File: src/rtl/bcc_pkg.sv
// Shared types and constants for the battery coulomb counter.
`default_nettype none

package bcc_pkg;

  // Field and register widths
  localparam int CURRENT_BITS_DEFAULT = 20;
  localparam int TIME_W     = 27;
  localparam int USED_W     = 56;
  localparam int TTL_W      = 32;
  localparam int TWICE_W    = 58;
  localparam int NUM_W      = 59;
  localparam int FULL_W     = 43;
  localparam int K_W        = 23;
  localparam int CAP_W      = 20;
  localparam int PCT_W      = 7;
  localparam int CFG_IDX_W  = 1;
  localparam int CFG_DATA_W = 20;
  localparam int DIV_STEPS  = 32;

  // Register indexes on the configuration port
  localparam logic [CFG_IDX_W-1:0] REG_CAPACITY = 1'b0;
  localparam logic [CFG_IDX_W-1:0] REG_PERCENT  = 1'b1;

  // Reset values and scale factors
  localparam logic [CAP_W-1:0]  CAP_RESET   = 20'd123000;
  localparam logic [PCT_W-1:0]  PCT_FULL    = 7'd100;
  localparam logic [K_W-1:0]    K_PER_PCT   = 23'd72000;    // 2 * 3600000 / 100
  localparam logic [FULL_W-1:0] MS2_PER_MAH = 43'd7200000;  // 2 * 3600000

  localparam logic [TWICE_W-1:0] TWICE_MAX = {1'b0, {(TWICE_W-1){1'b1}}};
  localparam logic [TWICE_W-1:0] TWICE_MIN = {1'b1, {(TWICE_W-1){1'b0}}};
  localparam logic [USED_W-1:0]  OUT_MAX   = {1'b0, {(USED_W-1){1'b1}}};
  localparam logic [USED_W-1:0]  OUT_MIN   = {1'b1, {(USED_W-1){1'b0}}};

  // Commands from controller to datapath
  typedef struct packed {
    logic init_k;
    logic init_used;
    logic init_full;
    logic load;
    logic mul;
    logic acc;
    logic num;
    logic chk;
    logic div_step;
    logic out_load;
  } bcc_cmd_t;

  // Status from datapath to controller
  typedef struct packed {
    logic skip_div;
  } bcc_status_t;

endpackage

`default_nettype wire

File: src/rtl/bcc_ctrl.sv
// Controller state machine sequencing restart, integration and division.
`default_nettype none

module bcc_ctrl
  import bcc_pkg::*;
(
  input  logic        clk,
  input  logic        rst,
  input  logic        s_tvalid,
  output logic        s_tready,
  output logic        m_tvalid,
  input  logic        m_tready,
  input  logic        cfg_we,
  input  bcc_status_t status,
  output bcc_cmd_t    cmd
);

  localparam int CNT_W = $clog2(DIV_STEPS);
  localparam logic [CNT_W-1:0] DIV_LAST = CNT_W'(DIV_STEPS - 1);

  typedef enum logic [3:0] {
    S_INIT_K, S_INIT_USED, S_INIT_FULL, S_IDLE,
    S_MUL, S_ACC, S_NUM, S_CHK, S_DIV, S_DONE
  } state_t;

  state_t           state;
  logic [CNT_W-1:0] cnt;
  logic             out_free;

  assign s_tready = (state == S_IDLE);
  assign out_free = !m_tvalid || m_tready;

  // Decode commands from the current state
  always_comb begin
    cmd           = '0;
    cmd.init_k    = (state == S_INIT_K);
    cmd.init_used = (state == S_INIT_USED);
    cmd.init_full = (state == S_INIT_FULL);
    cmd.load      = s_tvalid && s_tready;
    cmd.mul       = (state == S_MUL);
    cmd.acc       = (state == S_ACC);
    cmd.num       = (state == S_NUM);
    cmd.chk       = (state == S_CHK);
    cmd.div_step  = (state == S_DIV);
    cmd.out_load  = (state == S_DONE) && out_free;
  end

  // Advance state, step counter and output valid
  always_ff @(posedge clk) begin
    if (rst) begin
      state    <= S_INIT_K;
      cnt      <= '0;
      m_tvalid <= 1'b0;
    end else begin
      // Raise valid when a result is loaded without a register write, drop it on its transfer
      if (cmd.out_load && !cfg_we) begin
        m_tvalid <= 1'b1;
      end else if (m_tvalid && m_tready) begin
        m_tvalid <= 1'b0;
      end
      if (cfg_we) begin
        state <= S_INIT_K;
      end else begin
        case (state)
          S_INIT_K:    state <= S_INIT_USED;
          S_INIT_USED: state <= S_INIT_FULL;
          S_INIT_FULL: state <= S_IDLE;
          S_IDLE:      if (s_tvalid) state <= S_MUL;
          S_MUL:       state <= S_ACC;
          S_ACC:       state <= S_NUM;
          S_NUM:       state <= S_CHK;
          S_CHK: begin
            cnt <= '0;
            state <= status.skip_div ? S_DONE : S_DIV;
          end
          S_DIV: begin
            cnt <= cnt + 1'b1;
            if (cnt == DIV_LAST) state <= S_DONE;
          end
          S_DONE: begin
            if (out_free) state <= S_IDLE;
          end
          default: state <= S_INIT_K;
        endcase
      end
    end
  end

endmodule

`default_nettype wire

File: src/rtl/bcc_dp.sv
// Datapath: registers, trapezoid integrator, estimate numerator and serial divider.
`default_nettype none

module bcc_dp
  import bcc_pkg::*;
#(
  parameter int CURRENT_BITS = CURRENT_BITS_DEFAULT
) (
  input  logic                           clk,
  input  logic                           rst,
  input  bcc_cmd_t                       cmd,
  output bcc_status_t                    status,
  input  logic                           cfg_we,
  input  logic [CFG_IDX_W-1:0]           cfg_index,
  input  logic [CFG_DATA_W-1:0]          cfg_data,
  input  logic signed [CURRENT_BITS-1:0] in_current,
  input  logic [TIME_W-1:0]              in_time,
  output logic [USED_W-1:0]              out_used,
  output logic                           out_charging,
  output logic [TTL_W-1:0]               out_ttl,
  output logic                           out_no_estimate
);

  localparam int CB     = CURRENT_BITS;
  localparam int DW     = CB + 1;                        // divisor width
  localparam int PROD_W = CB + 1 + TIME_W + 1;
  localparam int SUM_W  = ((PROD_W > TWICE_W) ? PROD_W : TWICE_W) + 1;
  localparam int CMP_W  = ((DW + TTL_W > NUM_W) ? DW + TTL_W : NUM_W);

  // Configuration and restart values
  logic [CAP_W-1:0]  cap_mah;
  logic [PCT_W-1:0]  pct;
  logic [K_W-1:0]    k_reg;
  logic [FULL_W-1:0] full2;
  logic [PCT_W-1:0]  pct_clamp;

  // Integrator state
  logic signed [TWICE_W-1:0] used;
  logic signed [CB-1:0]      prev_cur;
  logic [TIME_W-1:0]         prev_time;
  logic                      have_prev;

  // Per-item working registers
  logic signed [CB-1:0]     cur_r;
  logic signed [CB:0]       sum_r;
  logic [TIME_W-1:0]        dt_r;
  logic                     acc_en;
  logic signed [PROD_W-1:0] prod_r;
  logic signed [NUM_W-1:0]  num_r;
  logic [DW-1:0]            den_r;
  logic [USED_W-1:0]        half_r;
  logic                     chg_r;
  logic                     zero_r;
  logic [DW-1:0]            rem;
  logic [TTL_W-1:0]         nlo;
  logic [TTL_W-1:0]         quo;

  // Combinational helpers
  logic signed [SUM_W-1:0] acc_sum;
  logic                    acc_fits;
  logic signed [CB:0]      cur_ext;
  logic [CB:0]             cur_mag;
  logic [USED_W-1:0]       half_sat;
  logic                    num_nonpos;
  logic                    q_sat;
  logic [DW:0]             shifted;
  logic                    ge;

  assign pct_clamp = (pct > PCT_FULL) ? PCT_FULL : pct;

  // Saturating accumulate of the trapezoid area
  assign acc_sum  = SUM_W'(used) + SUM_W'(prod_r);
  assign acc_fits = (&acc_sum[SUM_W-1:TWICE_W-1]) || !(|acc_sum[SUM_W-1:TWICE_W-1]);

  // Magnitude of the present current and the halved, clamped charge
  assign cur_ext  = {cur_r[CB-1], cur_r};
  assign cur_mag  = cur_ext[CB] ? $unsigned(-cur_ext) : $unsigned(cur_ext);
  assign half_sat = (used[TWICE_W-1] == used[TWICE_W-2]) ? used[TWICE_W-2:1]
                  : (used[TWICE_W-1] ? OUT_MIN : OUT_MAX);

  // Decide whether the divider runs at all
  assign num_nonpos = num_r[NUM_W-1] || (num_r == '0);
  assign q_sat      = CMP_W'(num_r[NUM_W-2:0]) >= CMP_W'({den_r, {TTL_W{1'b0}}});
  assign status.skip_div = zero_r || num_nonpos || q_sat;

  // Restoring division step, one quotient bit per cycle
  assign shifted = {rem, nlo[TTL_W-1]};
  assign ge      = shifted >= {1'b0, den_r};

  // Hold configuration registers
  always_ff @(posedge clk) begin
    if (rst) begin
      cap_mah <= CAP_RESET;
      pct     <= PCT_FULL;
    end else if (cfg_we) begin
      case (cfg_index)
        REG_CAPACITY: cap_mah <= cfg_data[CAP_W-1:0];
        REG_PERCENT:  pct     <= cfg_data[PCT_W-1:0];
        default: ;
      endcase
    end
  end

  // Track whether a previous sample exists
  always_ff @(posedge clk) begin
    if (rst) begin
      have_prev <= 1'b0;
    end else if (cmd.init_k) begin
      have_prev <= 1'b0;
    end else if (cmd.load) begin
      have_prev <= 1'b1;
    end
  end

  // Restart values, integration and divider datapath
  always_ff @(posedge clk) begin
    if (cmd.init_k) begin
      k_reg     <= K_PER_PCT * K_W'(PCT_FULL - pct_clamp);
      prev_cur  <= '0;
      prev_time <= '0;
    end
    if (cmd.init_used) used  <= $signed(TWICE_W'(cap_mah * FULL_W'(k_reg)));
    if (cmd.init_full) full2 <= cap_mah * MS2_PER_MAH;

    // Capture the sample, its trapezoid height and the elapsed time
    if (cmd.load) begin
      cur_r     <= in_current;
      sum_r     <= (CB+1)'(prev_cur) + (CB+1)'(in_current);
      dt_r      <= (in_time >= prev_time) ? in_time - prev_time : '0;
      acc_en    <= have_prev;
      prev_cur  <= in_current;
      prev_time <= in_time;
    end

    if (cmd.mul) prod_r <= PROD_W'(sum_r) * PROD_W'($signed({1'b0, dt_r}));

    if (cmd.acc && acc_en) begin
      used <= acc_fits ? acc_sum[TWICE_W-1:0]
            : (acc_sum[SUM_W-1] ? $signed(TWICE_MIN) : $signed(TWICE_MAX));
    end

    // Form numerator, divisor and the flag fields
    if (cmd.num) begin
      num_r  <= cur_r[CB-1] ? NUM_W'(used)
              : $signed({{(NUM_W-FULL_W){1'b0}}, full2}) - NUM_W'(used);
      den_r  <= {cur_mag[CB-1:0], 1'b0};
      half_r <= half_sat;
      chg_r  <= cur_r[CB-1];
      zero_r <= (cur_r == '0);
    end

    // Seed the divider or settle the estimate directly
    if (cmd.chk) begin
      rem <= DW'(num_r[NUM_W-1:TTL_W]);
      nlo <= num_r[TTL_W-1:0];
      quo <= (zero_r || num_nonpos) ? '0 : (q_sat ? '1 : '0);
    end

    if (cmd.div_step) begin
      rem <= ge ? DW'(shifted - {1'b0, den_r}) : shifted[DW-1:0];
      nlo <= {nlo[TTL_W-2:0], 1'b0};
      quo <= {quo[TTL_W-2:0], ge};
    end

    // Output register
    if (cmd.out_load) begin
      out_used        <= half_r;
      out_charging    <= chg_r;
      out_ttl         <= quo;
      out_no_estimate <= zero_r;
    end
  end

endmodule

`default_nettype wire

File: src/rtl/battery_coulomb_counter_top.sv
// Top level of the battery coulomb counter: stream ports, controller and datapath.
// After an input transfer the controller steps through S_MUL, S_ACC, S_NUM and S_CHK,
//   then, when the estimate is divided out, the divider (32 divider steps, one quotient bit
//   per cycle) and S_DONE, which waits for a free output; only S_IDLE takes samples.
// Reset and every register write recompute the starting charge with s_tready low.
// Reset: synchronous on rst, capacity 123000 mAh, initial charge 100 percent.
`default_nettype none

module battery_coulomb_counter_top
  import bcc_pkg::*;
#(
  parameter int CURRENT_BITS = CURRENT_BITS_DEFAULT
) (
  input  logic                  clk,
  input  logic                  rst,
  input  logic                  s_tvalid,
  output logic                  s_tready,
  // [CURRENT_BITS-1:0] sample_current_ma, then sample_time_ms, zero padded to bytes
  input  logic [((CURRENT_BITS+TIME_W+7)/8)*8-1:0] s_tdata,
  output logic                  m_tvalid,
  input  logic                  m_tready,
  // [55:0] used_charge_mams, [87:56] time_to_limit_ms
  output logic [USED_W+TTL_W-1:0] m_tdata,
  // [0] charging, [1] no_estimate
  output logic [1:0]            m_tuser,
  input  logic                  cfg_we,
  input  logic [CFG_IDX_W-1:0]  cfg_index,
  input  logic [CFG_DATA_W-1:0] cfg_data
);

  bcc_cmd_t    cmd;
  bcc_status_t status;

  logic [USED_W-1:0] out_used;
  logic [TTL_W-1:0]  out_ttl;
  logic              out_charging;
  logic              out_no_estimate;

  assign m_tdata = {out_ttl, out_used};
  assign m_tuser = {out_no_estimate, out_charging};

  bcc_ctrl u_ctrl (
    .clk      (clk),
    .rst      (rst),
    .s_tvalid (s_tvalid),
    .s_tready (s_tready),
    .m_tvalid (m_tvalid),
    .m_tready (m_tready),
    .cfg_we   (cfg_we),
    .status   (status),
    .cmd      (cmd)
  );

  bcc_dp #(
    .CURRENT_BITS (CURRENT_BITS)
  ) u_dp (
    .clk             (clk),
    .rst             (rst),
    .cmd             (cmd),
    .status          (status),
    .cfg_we          (cfg_we),
    .cfg_index       (cfg_index),
    .cfg_data        (cfg_data),
    .in_current      ($signed(s_tdata[CURRENT_BITS-1:0])),
    .in_time         (s_tdata[CURRENT_BITS+TIME_W-1:CURRENT_BITS]),
    .out_used        (out_used),
    .out_charging    (out_charging),
    .out_ttl         (out_ttl),
    .out_no_estimate (out_no_estimate)
  );

endmodule

`default_nettype wire

File: config.mk
export PLATFORM = sky130hd
export DESIGN_NAME = battery_coulomb_counter_top
export DESIGN_NICKNAME = d
export VERILOG_FILES = /design/src/rtl/bcc_pkg.sv /design/src/rtl/bcc_ctrl.sv /design/src/rtl/bcc_dp.sv /design/src/rtl/battery_coulomb_counter_top.sv
export SDC_FILE = /design/constraint.sdc
export NUM_CORES = 2
export LEC_CHECK = 0
export BUFFER_PORTS_ARGS = -buffer_cell sky130_fd_sc_hd__buf_2
export CAP_MARGIN = 30
export CELL_PAD_IN_SITES_DETAIL_PLACEMENT = 0
export CELL_PAD_IN_SITES_GLOBAL_PLACEMENT = 1
export CORE_MARGIN = 2
export CORE_UTILIZATION = 45
export CTS_BUF_LIST = sky130_fd_sc_hd__clkbuf_4 sky130_fd_sc_hd__clkbuf_8 sky130_fd_sc_hd__clkbuf_16
export DETAILED_ROUTE_END_ITERATION = 12
export PLACE_DENSITY_LB_ADDON = 0.1
export SLEW_MARGIN = 10
export SYNTH_ARGS = -nofsm -noshare
export SYNTH_HDL_FRONTEND = slang
export SYNTH_SLANG_ARGS = --single-unit
File: constraint.sdc
create_clock -name clk -period 9.85 [get_ports clk]
set_clock_uncertainty 0.05 [all_clocks]
set_input_delay 0.985 -clock clk [delete_from_list [all_inputs] [get_ports clk]]
set_output_delay 0.985 -clock clk [all_outputs]
set_load 0.01 [all_outputs]
==> flow_summary_export.csv <==
group,metric,value,unit
route,first_iter_violations,2462,
outcome,outcome,"complete, no violations",
global_route,track_usage,23.30,%
pwr,pwr_density_cell,374.2,mW/mm^2
setup_path,criticalPathCategory,"flip-flop to flip-flop",
timing,finalSetupViolCount,0,
logic_synthesis,synth_cells,6868,
logic_synthesis,synthTopCellsByArea,"fa_1, edfxtp_1, ha_1",
place,placed_area,0.07206,sq mm
cells_and_area,final_cell_area,0.07502,sq mm
setup_path,crit_arrival,9.00,ns
cells_and_area,syn2layout_area_growth,9.116,%
pwr,report.power.total,28.07,mW
cells_and_area,nNetsFinal,8620,
logic_synthesis,synth_seq_cells,625,
pwr,p_leak,35.35,nW
worst_hold_path,hold_class,"flip-flop to flip-flop",
setup_path,start_kind,"flip-flop",
place,post-place-cells,8901,
setup_path,crit_path_max_incr_delay,0.89,ns
route,post-route-drc-count,0,
logic_synthesis,synth_edf_count,586,
logic_synthesis,ys_seq_area_share,26.73,%
place,pre_cts_slack,1.160,ns
timing,drv_slew,0,
cells_and_area,final_core_util,49.38,%
route,vias,47920,
clock_network,holdBufCountCts,0,
global_route,antenna_found_initial,7,
logic_synthesis,yosysTopAreaCell,"fa_1",
route,drt-vias-per-instance,5.290,
timing,tightestPinTransition,1.053,ns
floorplanning,dieWidth,394.9,microns
clock_network,clockBufferDepth,3,
floorplanning,io_pins,166,
timing,worst_slack,1.232,ns
global_route,grt_max_degree,92,
clock_network,cts.sinks,625,
place,place.gp.congestion,0.8893,
clock_network,worstSkewPairLatency,0.69,ns
logic_synthesis,synthesis.area,0.06875,sq mm
global_route,grt_pass1_vias,50140,
cells_and_area,drive_gt1_share,6.890,%
route,wl_per_cell,19.67,microns
route,dr.pass1.iters,6,
cells_and_area,largest-register,"u_dp.num_r",
run,cap_violations,0,
clock_network,post_cts_buffers,0,
clock_network,numCtsBuffers,77,
setup_path,crit_top_cell,"fa_1",
timing,slew_headroom,29.83,%
logic_synthesis,ys.warnings.count,0,
clock_network,ctsHtreeMaxLevel,3,
floorplanning,die_h,394.9,microns
cells_and_area,top_regs,"u_dp.num_r (59), u_dp.used (58)",
clock_network,clkTransAtPathRegs,0.06,ns
setup_path,path_max_fanout,16,
timing,hold_ws,0.3673,ns
route,detail-route-antenna-nets,0,
setup_path,worst-endpoint-required,10.23,ns
logic_synthesis,synth_top_area_share,26.73,%
timing,max_clock_freq,116.0,MHz
timing,finalHoldViolCount,0,
floorplanning,start_util,45.26,%
logic_synthesis,synth_flop_cell,"edfxtp_1",
place,port-buffer-count,164,
floorplanning,placementRows,143,
timing,fin_crit,8.618,ns
clock_network,tritoncts,"yes",
timing,fin_tns_setup,0,ns
logic_synthesis,ys_async_sr_fraction,0,%
timing,period_share,87.49,%
global_route,grt_first_pass_wirelength,283200,microns
cells_and_area,final_cells,9059,
clock_network,root_buffer,"clkbuf_16",
place,hpwl,142800,microns
floorplanning,coreArea,0.1519,sq mm
setup_path,endpoint_kind,"flip-flop",
logic_synthesis,syn_avg_cell_area,10.01,sq um
global_route,overflow,0,
timing,rsz0062_at_grt,"false",
clock_network,post_cts_resized,0,
setup_path,critPathSlowestCell,"edfxtp_1",
route,routed_wl,178200,microns
pwr,ir_drop,1.067,mV
logic_synthesis,synthDistinctLibCells,86,
floorplanning,dieArea,0.1559,sq mm
cells_and_area,largest_reg_flops,59,
[power breakdown]
group          switching [mW]  internal (mW)  total (mW)
Clock                    1.24           1.79        3.03
Combinational            11.9           8.74        20.6
Sequential              0.396           4.03        4.42
Total                    13.5           14.6        28.1
[cells in the final DEF (no fill, tap or decap), types with 33 or more instances in the layout]
cell type  instances
inv_1           1200
fa_1             918
nand2_1          872
ha_1             666
edfxtp_1         586
and2_1           335
a21oi_1          265
o21ai_0          258
nor2_1           194
xnor2_1          187
buf_2            164
a21o_1           147
buf_4            113
xor2_1           101
clkbuf_16         81
and3_1            75
nand2b_1          63
nand3_1           53
nor3_1            51
nor2b_1           49
o21a_1            40
dfxtp_1           37
a22o_1            33
o21bai_1          33
[cell families after synthesis]
family	count (synthesis)	share of synthesized area, %
adders and majority gates	1585	38.87
buffers and inverters	1492	8.175
other	1	0.005455
AOI/OAI and AO/OA	1022	9.511
and+or+nand+nor	1833	12.71
DFF	625	26.73
muxes	22	0.3258
xor gates and xnor gates	288	3.669
[routing by layer]
| metal | wire length, microns | share of wire (%) | GRT usage (%) |
|---|---|---|---|
| met4 | 3930 | 2.2 | 5.473 |
| met1 | 81010 | 45 | 32.32 |
| met2 | 85200 | 48 | 39.08 |
| met3 | 8023 | 4.5 | 2.737 |
| met5 | 0 | 0 | 0 |
[final cells by class]
type	count	area (sq um)
sequential	625	18380
tap	2030	2540
clock inverter	53	629.4
antenna	4	10.01
timing repair buffer	292	2002
multi-input combinational	4764	44870
fill	14060	76890
inverter	1201	4508
clock buffer	90	2078
[critical path, delay by kind of cell, from the launching register on]
kind	cells	cell delay, ns
and+or+nand+nor	3	0.29
adders and majority gates	8	3.72
DFF	1	0.89
AOI/OAI and AO/OA	9	2.85
buffers and inverters	5	0.47
xor gates and xnor gates	1	0.08
[Yosys cell counts, types with 63 or more instances]
cell type  instances
and3_1            75
a21oi_1          266
edfxtp_1         586
nand2_1          873
nor2_1           198
o21ai_0          259
xor2_1           101
and2_1           337
fa_1             918
inv_1           1201
xnor2_1          187
ha_1             667
nand2b_1          63
a21o_1           147
clkbuf_1         274
[worst paths after layout]
check | cells after the start | slack, ns | from | end
worst min-delay path | 0 | 0.37 | u_dp.half_r[49]$_DFFE_PP_ | u_dp.out_used[49]$_DFFE_PP_
worst max-delay path | 26 | 1.23 | u_dp.dt_r[11]$_SDFFCE_PN0P_ | u_dp.prod_r[48]$_DFFE_PP_
worst min register to register | 0 | 0.37 | u_dp.half_r[49]$_DFFE_PP_ | u_dp.out_used[49]$_DFFE_PP_
worst max register to register | 26 | 1.23 | u_dp.dt_r[11]$_SDFFCE_PN0P_ | u_dp.prod_r[48]$_DFFE_PP_
(Power assumes the default switching activity.)
